## src/rtl/core/wrcp_pkg.sv

```systemverilog
`timescale 1ns / 1ps

package wrcp_pkg;

    localparam logic [31:0] TAG_RIFF = 32'h5249_4646;
    localparam logic [31:0] TAG_WAVE = 32'h5741_5645;
    localparam logic [31:0] TAG_FMT  = 32'h666D_7420;
    localparam logic [31:0] TAG_DATA = 32'h6461_7461;

    localparam int unsigned FMT_LEN = 16;
    localparam logic [4:0]  FMT_LEN_IDX = 5'(FMT_LEN);
    localparam logic [31:0] FMT_LEN_W   = 32'(FMT_LEN);
    localparam logic [4:0]  TAG_LEN_IDX = 5'd4;

    typedef enum logic [3:0] {
        PH_RIFF_TAG   = 4'd0,
        PH_RIFF_SIZE  = 4'd1,
        PH_WAVE_TAG   = 4'd2,
        PH_CHUNK_ID   = 4'd3,
        PH_CHUNK_SIZE = 4'd4,
        PH_FMT_BODY   = 4'd5,
        PH_SKIP       = 4'd6,
        PH_PAD        = 4'd7,
        PH_DATA       = 4'd8,
        PH_AFTER_OK   = 4'd9,
        PH_ERR_RIFF   = 4'd10,
        PH_ERR_WAVE   = 4'd11,
        PH_ERR_FMT    = 4'd12,
        PH_ERR_EMPTY  = 4'd13
    } t_phase;

    typedef enum logic [2:0] {
        ST_OK        = 3'd0,
        ST_NO_RIFF   = 3'd1,
        ST_NO_WAVE   = 3'd2,
        ST_NO_FMT    = 3'd3,
        ST_NO_DATA   = 3'd4,
        ST_EMPTY     = 3'd5,
        ST_TRUNCATED = 3'd6
    } t_status;

    typedef struct packed {
        logic [7:0] file_byte;
        logic       end_of_file;
    } t_in_item;

    typedef struct packed {
        logic        has_byte;
        logic [7:0]  audio_byte;
        logic        done_res;
        t_status     status;
        logic [15:0] format_tag;
        logic [15:0] channel_count;
        logic [31:0] sample_rate;
        logic [31:0] byte_rate;
        logic [15:0] block_align;
        logic [15:0] sample_bits;
    } t_result;

    // Status reported at end of file, taken from the phase after the final byte.
    function automatic t_status end_status(input t_phase phase, input logic fmt_seen);
        t_status st;
        unique case (phase)
            PH_RIFF_TAG, PH_ERR_RIFF:              st = ST_NO_RIFF;
            PH_RIFF_SIZE, PH_WAVE_TAG, PH_ERR_WAVE: st = ST_NO_WAVE;
            PH_ERR_FMT:                            st = ST_NO_FMT;
            PH_ERR_EMPTY:                          st = ST_EMPTY;
            PH_DATA:                               st = ST_TRUNCATED;
            PH_AFTER_OK:                           st = ST_OK;
            default:                               st = fmt_seen ? ST_NO_DATA : ST_NO_FMT;
        endcase
        return st;
    endfunction

endpackage

```

## src/rtl/core/wrcp_in_reg.sv

```systemverilog
`timescale 1ns / 1ps

module wrcp_in_reg (
    input  logic               i_clk,
    input  logic               i_rst_n,
    input  logic               i_valid,
    output logic               o_stall,
    input  wrcp_pkg::t_in_item i_item,
    input  logic               i_take,
    output logic               o_valid,
    output wrcp_pkg::t_in_item o_item
);

    logic               r_valid;
    wrcp_pkg::t_in_item r_item;
    logic               w_accept;

    // The register can be refilled in the same cycle its request moves on.
    assign o_stall  = r_valid && !i_take;
    assign w_accept = i_valid && !o_stall;

    always_ff @(posedge i_clk) begin
        if (!i_rst_n) begin
            r_valid <= 1'b0;
        end else if (w_accept) begin
            r_valid <= 1'b1;
        end else if (i_take) begin
            r_valid <= 1'b0;
        end
    end

    always_ff @(posedge i_clk) begin
        if (w_accept) begin
            r_item <= i_item;
        end
    end

    assign o_valid = r_valid;
    assign o_item  = r_item;

endmodule

```

## src/rtl/core/wrcp_step.sv

```systemverilog
`timescale 1ns / 1ps

module wrcp_step (
    input  logic               i_clk,
    input  logic               i_rst_n,
    input  logic               i_step,
    input  wrcp_pkg::t_in_item i_item,
    output logic               o_res_valid,
    output wrcp_pkg::t_result  o_res
);

    wrcp_pkg::t_phase  r_phase, n_phase;
    logic [4:0]        r_idx, n_idx;
    logic [31:0]       r_tag, n_tag;
    logic [31:0]       r_size, n_size;
    logic [31:0]       r_rem, n_rem;
    logic [15:0][7:0]  r_fmt, n_fmt;
    logic              r_seen, n_seen;

    logic [4:0]        w_idx_inc;
    logic [31:0]       w_tag_next;
    logic [31:0]       w_size_next;
    logic [31:0]       w_rem_dec;
    logic [31:0]       w_fmt_extra;
    logic              w_emit;
    logic [7:0]        w_byte;

    assign w_byte      = i_item.file_byte;
    assign w_idx_inc   = r_idx + 5'd1;
    assign w_tag_next  = {r_tag[23:0], w_byte};
    assign w_size_next = {w_byte, r_size[31:8]};
    assign w_rem_dec   = r_rem - 32'd1;
    assign w_fmt_extra = (r_size > wrcp_pkg::FMT_LEN_W) ? r_size - wrcp_pkg::FMT_LEN_W : 32'd0;

    always_ff @(posedge i_clk) begin
        if (!i_rst_n) begin
            r_phase <= wrcp_pkg::PH_RIFF_TAG;
            r_idx   <= '0;
            r_tag   <= '0;
            r_size  <= '0;
            r_rem   <= '0;
            r_fmt   <= '0;
            r_seen  <= 1'b0;
        end else if (i_step) begin
            if (i_item.end_of_file) begin
                // The final byte of a file returns the parser to its reset state.
                r_phase <= wrcp_pkg::PH_RIFF_TAG;
                r_idx   <= '0;
                r_tag   <= '0;
                r_size  <= '0;
                r_rem   <= '0;
                r_fmt   <= '0;
                r_seen  <= 1'b0;
            end else begin
                r_phase <= n_phase;
                r_idx   <= n_idx;
                r_tag   <= n_tag;
                r_size  <= n_size;
                r_rem   <= n_rem;
                r_fmt   <= n_fmt;
                r_seen  <= n_seen;
            end
        end
    end

    always_comb begin
        n_phase = r_phase;
        n_idx   = r_idx;
        n_tag   = r_tag;
        n_size  = r_size;
        n_rem   = r_rem;
        n_fmt   = r_fmt;
        n_seen  = r_seen;
        w_emit  = 1'b0;

        unique case (r_phase)
            wrcp_pkg::PH_RIFF_TAG, wrcp_pkg::PH_WAVE_TAG, wrcp_pkg::PH_CHUNK_ID: begin
                n_tag = w_tag_next;
                n_idx = w_idx_inc;
                if (w_idx_inc >= wrcp_pkg::TAG_LEN_IDX) begin
                    n_idx = '0;
                    if (r_phase == wrcp_pkg::PH_RIFF_TAG) begin
                        n_phase = (w_tag_next == wrcp_pkg::TAG_RIFF) ?
                                  wrcp_pkg::PH_RIFF_SIZE : wrcp_pkg::PH_ERR_RIFF;
                    end else if (r_phase == wrcp_pkg::PH_WAVE_TAG) begin
                        n_phase = (w_tag_next == wrcp_pkg::TAG_WAVE) ?
                                  wrcp_pkg::PH_CHUNK_ID : wrcp_pkg::PH_ERR_WAVE;
                    end else begin
                        n_phase = wrcp_pkg::PH_CHUNK_SIZE;
                    end
                end
            end
            wrcp_pkg::PH_RIFF_SIZE, wrcp_pkg::PH_CHUNK_SIZE: begin
                n_size = w_size_next;
                n_idx  = w_idx_inc;
                if (w_idx_inc >= wrcp_pkg::TAG_LEN_IDX) begin
                    n_idx = '0;
                    if (r_phase == wrcp_pkg::PH_RIFF_SIZE) begin
                        n_phase = wrcp_pkg::PH_WAVE_TAG;
                    end else if (r_tag == wrcp_pkg::TAG_FMT) begin
                        n_seen  = 1'b1;
                        n_phase = wrcp_pkg::PH_FMT_BODY;
                    end else if (r_tag == wrcp_pkg::TAG_DATA) begin
                        if (!r_seen) begin
                            n_phase = wrcp_pkg::PH_ERR_FMT;
                        end else if (w_size_next == 32'd0) begin
                            n_phase = wrcp_pkg::PH_ERR_EMPTY;
                        end else begin
                            n_rem   = w_size_next;
                            n_phase = wrcp_pkg::PH_DATA;
                        end
                    end else if (w_size_next != 32'd0) begin
                        n_rem   = w_size_next;
                        n_phase = wrcp_pkg::PH_SKIP;
                    end else begin
                        n_phase = w_size_next[0] ? wrcp_pkg::PH_PAD : wrcp_pkg::PH_CHUNK_ID;
                    end
                end
            end
            wrcp_pkg::PH_FMT_BODY: begin
                n_fmt[r_idx[3:0]] = w_byte;
                n_idx = w_idx_inc;
                if (w_idx_inc >= wrcp_pkg::FMT_LEN_IDX) begin
                    // Short fmt chunks still capture all sixteen bytes.
                    if (w_fmt_extra != 32'd0) begin
                        n_rem   = w_fmt_extra;
                        n_phase = wrcp_pkg::PH_SKIP;
                    end else begin
                        n_idx   = '0;
                        n_phase = r_size[0] ? wrcp_pkg::PH_PAD : wrcp_pkg::PH_CHUNK_ID;
                    end
                end
            end
            wrcp_pkg::PH_SKIP: begin
                n_rem = w_rem_dec;
                if (w_rem_dec == 32'd0) begin
                    n_idx   = '0;
                    n_phase = r_size[0] ? wrcp_pkg::PH_PAD : wrcp_pkg::PH_CHUNK_ID;
                end
            end
            wrcp_pkg::PH_PAD: begin
                n_idx   = '0;
                n_phase = wrcp_pkg::PH_CHUNK_ID;
            end
            wrcp_pkg::PH_DATA: begin
                w_emit = 1'b1;
                n_rem  = w_rem_dec;
                if (w_rem_dec == 32'd0) begin
                    n_phase = wrcp_pkg::PH_AFTER_OK;
                end
            end
            default: begin
            end
        endcase
    end

    always_comb begin
        o_res = '0;
        o_res.has_byte = w_emit;
        if (w_emit) begin
            o_res.audio_byte = w_byte;
        end
        if (i_item.end_of_file) begin
            // The end result sees the state as it stands after this byte.
            o_res.done_res      = 1'b1;
            o_res.status        = wrcp_pkg::end_status(n_phase, n_seen);
            o_res.format_tag    = {n_fmt[1], n_fmt[0]};
            o_res.channel_count = {n_fmt[3], n_fmt[2]};
            o_res.sample_rate   = {n_fmt[7], n_fmt[6], n_fmt[5], n_fmt[4]};
            o_res.byte_rate     = {n_fmt[11], n_fmt[10], n_fmt[9], n_fmt[8]};
            o_res.block_align   = {n_fmt[13], n_fmt[12]};
            o_res.sample_bits   = {n_fmt[15], n_fmt[14]};
        end
    end

    assign o_res_valid = w_emit || i_item.end_of_file;

endmodule

```

## src/rtl/core/wrcp_out_reg.sv

```systemverilog
`timescale 1ns / 1ps

module wrcp_out_reg (
    input  logic              i_clk,
    input  logic              i_rst_n,
    input  logic              i_load,
    input  wrcp_pkg::t_result i_res,
    input  logic              i_stall,
    output logic              o_free,
    output logic              o_valid,
    output wrcp_pkg::t_result o_res
);

    logic              r_valid;
    wrcp_pkg::t_result r_res;

    assign o_free = !r_valid || !i_stall;

    always_ff @(posedge i_clk) begin
        if (!i_rst_n) begin
            r_valid <= 1'b0;
        end else if (i_load) begin
            r_valid <= 1'b1;
        end else if (!i_stall) begin
            r_valid <= 1'b0;
        end
    end

    always_ff @(posedge i_clk) begin
        if (i_load) begin
            r_res <= i_res;
        end
    end

    assign o_valid = r_valid;
    assign o_res   = r_res;

endmodule

```

## src/rtl/core/wav_riff_chunk_parser_core.sv

```systemverilog
`timescale 1ns / 1ps

// Channel   Direction  Handshake                 Payload
// input     in         i_in_valid / o_in_stall   i_file_byte, i_end_of_file
// result    out        o_out_valid / i_out_stall o_has_byte ... o_sample_bits
//
// One file byte per clock while no stall holds it. A byte waits in the input
// register, and its result (if any) is loaded into the result register as the byte leaves it.
// The chunk walk is one state update per byte; the 32-bit remaining-count
// decrement and compare set the longest path.
// Reset is synchronous, active low; end of file also returns the parser to reset.
// A stalled result holds the pipeline: input stall rises only when both stages are full.

module wav_riff_chunk_parser_core (
    input  logic        i_clk,
    input  logic        i_rst_n,
    input  logic        i_in_valid,
    output logic        o_in_stall,
    input  logic [7:0]  i_file_byte,
    input  logic        i_end_of_file,
    output logic        o_out_valid,
    input  logic        i_out_stall,
    output logic        o_has_byte,
    output logic [7:0]  o_audio_byte,
    output logic        o_done_res,
    output logic [2:0]  o_status,
    output logic [15:0] o_format_tag,
    output logic [15:0] o_channel_count,
    output logic [31:0] o_sample_rate,
    output logic [31:0] o_byte_rate,
    output logic [15:0] o_block_align,
    output logic [15:0] o_sample_bits
);

    wrcp_pkg::t_in_item w_in_item;
    wrcp_pkg::t_in_item w_cur_item;
    wrcp_pkg::t_result  w_step_res;
    wrcp_pkg::t_result  w_out_res;
    logic               w_cur_valid;
    logic               w_out_free;
    logic               w_step;
    logic               w_res_valid;

    assign w_in_item.file_byte   = i_file_byte;
    assign w_in_item.end_of_file = i_end_of_file;

    // A byte advances only when the result register can take whatever it yields.
    assign w_step = w_cur_valid && w_out_free;

    wrcp_in_reg u_in_reg (
        .i_clk   (i_clk),
        .i_rst_n (i_rst_n),
        .i_valid (i_in_valid),
        .o_stall (o_in_stall),
        .i_item  (w_in_item),
        .i_take  (w_step),
        .o_valid (w_cur_valid),
        .o_item  (w_cur_item)
    );

    wrcp_step u_step (
        .i_clk       (i_clk),
        .i_rst_n     (i_rst_n),
        .i_step      (w_step),
        .i_item      (w_cur_item),
        .o_res_valid (w_res_valid),
        .o_res       (w_step_res)
    );

    wrcp_out_reg u_out_reg (
        .i_clk   (i_clk),
        .i_rst_n (i_rst_n),
        .i_load  (w_step && w_res_valid),
        .i_res   (w_step_res),
        .i_stall (i_out_stall),
        .o_free  (w_out_free),
        .o_valid (o_out_valid),
        .o_res   (w_out_res)
    );

    assign o_has_byte      = w_out_res.has_byte;
    assign o_audio_byte    = w_out_res.audio_byte;
    assign o_done_res      = w_out_res.done_res;
    assign o_status        = w_out_res.status;
    assign o_format_tag    = w_out_res.format_tag;
    assign o_channel_count = w_out_res.channel_count;
    assign o_sample_rate   = w_out_res.sample_rate;
    assign o_byte_rate     = w_out_res.byte_rate;
    assign o_block_align   = w_out_res.block_align;
    assign o_sample_bits   = w_out_res.sample_bits;

endmodule

```

## config.mk

```make
export PLATFORM = sky130hd
export DESIGN_NAME = wav_riff_chunk_parser_core
export DESIGN_NICKNAME = d
export VERILOG_FILES = /design/src/rtl/core/wrcp_pkg.sv /design/src/rtl/core/wrcp_in_reg.sv /design/src/rtl/core/wrcp_step.sv /design/src/rtl/core/wrcp_out_reg.sv /design/src/rtl/core/wav_riff_chunk_parser_core.sv
export SDC_FILE = /design/constraint.sdc
export NUM_CORES = 1
export LEC_CHECK = 0
export ABC_AREA = 1
export BUFFER_PORTS_ARGS = -buffer_cell sky130_fd_sc_hd__buf_2
export CAP_MARGIN = 30
export CORE_UTILIZATION = 50
export DETAILED_ROUTE_END_ITERATION = 8
export PLACE_DENSITY = 0.78
export SLEW_MARGIN = 20
export SYNTH_ARGS = -nofsm -noshare
export SYNTH_HDL_FRONTEND = slang
export SYNTH_SLANG_ARGS = --single-unit
```

## constraint.sdc

```tcl
create_clock -name i_clk -period 27.5 [get_ports i_clk]
set_input_delay 5.5 -clock i_clk [delete_from_list [all_inputs] [get_ports i_clk]]
set_output_delay 5.5 -clock i_clk [all_outputs]
set_load 0.02 [all_outputs]
```

==> qor.txt <==
area leader, netlist: dfxtp_1
pins over their slew limit: 0
fin crit share: 41.6%
relative slew slack: 35.6%
gr ovfl total: 0
WL per Instance: 17.4 um
initial antenna violation count: 0
Tmin final: 11.43 ns
status: finished clean
via count: 17952
leading cell type in the layout, fill and taps excluded: nor2_1
Clk pin slew, worst setup/hold paths: 0.06 ns
Reg2Reg Capture Point: u_step.r_rem[3]$_SDFFE_PN0P_
RSZ-0062 raised after global routing: no
Buf+Inv Stages, Crit Path: 2
Diodes inserted: 0
die width: 198 um
post-CTS resize count: 0
Hold Vio Cnt, Final: 0
Seq. cell area: 9230 sq um
FMAX: 0.0875 GHz
drt via density: 5.58
power per cell area: 60.2 nW/um^2
synthesized area per cell: 7.46 sq um
Layout area overhead: 13.4%
Syn Inst Count: 2581
Synth top area share: 24.5%
number of global-route vias before repair: 16501
VDD IR-drop max: 0.0443 mV
GRT Resource Usage Total: 28.2%
setup TNS: 0 ns
Initial Util: 51.0%
top post-synthesis cells by area: dfxtp_1 (25%), edfxtp_1 (23%), nor2_1 (9.9%), nand2_1 (9.7%), a21oi_1 (8.6%)
WP depth: 4
Yosys warnings: 0
number of synthesized flops with an enable pin: 150
CP Capture Type: primary output
IO Pins: 156
clk_lat worst skew: 0.57 ns
drt pass-1 iters: 7
CP dominant cell by count: buf_2
kind of critical path: in -> out
Seq/Total Area, Yosys: 47.9%
startpoint type of the worst setup path: primary input
first-pass GRT wire length: 87200 um
Port Buffer Count: 155
Worst Tran Pin Value: 0.965 ns
pin count of the biggest net entering global routing: 126
fin nets: 2695
reg2reg setup slack: 23.14 ns
critical path's slowest cell: buf_2
FILL cells: 3427
Most used DFF post-synth: dfxtp_1
share of cells above drive strength 1: 15.4%
htree depth: 2
CP startpoint: i_out_stall
final WL: 56000 um
Post-DRT Antenna Nets: 0
CTS root buf: clkbuf_16
CTS Sinks: 386
mapped cell area: 19300 sq um
Max stage delay on crit path: 0.18 ns
delay-heaviest family, CP: buffers and inverters
max-cap check violation count: 0
Netlist cell types: 49
R2R cell count: 13
most frequent cells in the layout: nor2_1 (505), nand2_1 (495), a21oi_1 (330)
Synth Register Bits: 386
leak pwr: 8.50 nW
FF-to-FF Start: u_step.r_phase[0]$_SDFFE_PN0P_
row cnt: 71
initial drt markers: 1500
number of remaining DRC errors: 0
syn_nets: 2602
Final HPWL DP: 38200 um
CTS buffer count: 41
post-CTS setup buffers: 0
Clock Path Buffers: 3
crit path DAT: 5.93 ns
DIE AREA: 39300 sq um
fin worst setup slack: 16.07 ns
footprint of the multi-input gates: 8670 sq um
WP data required: 22.00 ns
Core Area: 37800 sq um
worst setup path endpoint: o_in_stall
critical-path cell list: buf_2 > nand2_1 > nor2_1 > buf_2
endpoints failing setup: 0
Vert. Die Dim: 198 um
Setup WS pre-CTS: 16.07 ns
CP max FO: 2
Worst Hold Class: reg -> reg
Final GP Congestion: 0.955
CTS tree: done
hold_buf cts: 0
fraction of registers with async set/reset: 0%
clk_skew: 0.0247 ns
registers in the layout, indices dropped and copies added, names as in the netlist:
name and flops:
u_step.r_seen 1, u_step.r_fmt 128, u_step.r_idx 5, u_step.r_phase 4
u_out_reg.o_res 141, u_step.r_rem 32, u_step.r_tag 32, u_in_reg.o_valid 1
u_in_reg.o_item 9, u_step.r_size 32, u_out_reg.o_valid 1
synthesized netlist by cell type (all sizes together), types with 3 or more instances:
library cell    n
a22oi           5
dfxtp         236
clkinv          9
nand2         506
or2           122
inv           210
nand3b          4
buf            17
o21ai          79
xnor2           3
nor4            6
nor2          519
xor2           12
nand4          37
o211ai          9
nor3           17
ha              8
nand3         114
a31oi           8
o22ai          42
edfxtp        150
clkbuf        112
a21oi         345
cells by family after synthesis:
kind of cell / share of synthesized area (%)
compound gates: 14.0
flops: 47.9
buf+inv: 7.10
fa+ha+maj: 0.520
simple gates: 29.7
xor+xnor: 0.721
through the flow:
stage | power [mW] | std cells | util [%] | hold WS (ns) | cell area, sq um
3_5_place_dp | 0.758 | 3139 | 54.1 | 0.456 | 20400
2_1_floorplan | 0.718 | 2581 | - | 0.424 | 19300
5_1_grt | 1.36 | 3218 | 57.8 | 0.485 | 21800
6_report | 1.31 | 3218 | 57.8 | 0.466 | 21800
3_3_place_gp | 0.754 | 3133 | 53.7 | 0.451 | 20300
4_1_cts | 1.32 | 3215 | 57.7 | 0.465 | 21800
final cells by class:
cell class / count / area share (%)
clock buffer: 50 / 5.09
clock inverter: 26 / 1.18
inverter: 219 / 3.80
multi-input combinational: 1847 / 39.7
sequential: 386 / 42.3
tap: 511 / 2.93
timing repair buffer: 179 / 5.03
worst min path at each step:
stage                                        startpoint                              to  slack [ns]  cells past startpoint
after floorplan            u_in_reg.o_item[0]$_DFFE_PP_  u_out_reg.o_res[131]$_DFFE_PP_        0.42                      0
after global placement    u_step.r_fmt[35]$_SDFFE_PN0P_   u_step.r_fmt[35]$_SDFFE_PN0P_        0.45                      2
after detailed placement  u_step.r_fmt[78]$_SDFFE_PN0P_   u_step.r_fmt[78]$_SDFFE_PN0P_        0.46                      2
after CTS                 u_step.r_fmt[93]$_SDFFE_PN0P_   u_step.r_fmt[93]$_SDFFE_PN0P_        0.47                      2
after global routing      u_step.r_fmt[66]$_SDFFE_PN0P_   u_step.r_fmt[66]$_SDFFE_PN0P_        0.49                      2
final                     u_step.r_fmt[93]$_SDFFE_PN0P_   u_step.r_fmt[93]$_SDFFE_PN0P_        0.47                      2
metal layers:
layer	GRT usage (%)	part of all wire (%)	vias to the layer above
met3	4.45	7.5	141
li1	-	-	8642
met4	12.5	4.0	0
met1	35.7	40	8433
met5	0	0	-
met2	47.3	48	736
where the power goes:
group	switching, mW	internal (mW)
clock	0.237	0.328
sequential	0.00747	0.602
combinational	0.103	0.0358
worst register-to-register path: cells and delay by family, from the launching register on:
| kind | cells | cell delay, ns |
|---|---|---|
| AND/OR/NAND/NOR | 5 | 1.38 |
| buffers and inverters | 5 | 1.82 |
| AO/OA/AOI/OAI | 3 | 0.67 |
| flip-flops | 1 | 0.44 |
Power figures use the tool's default switching activity.
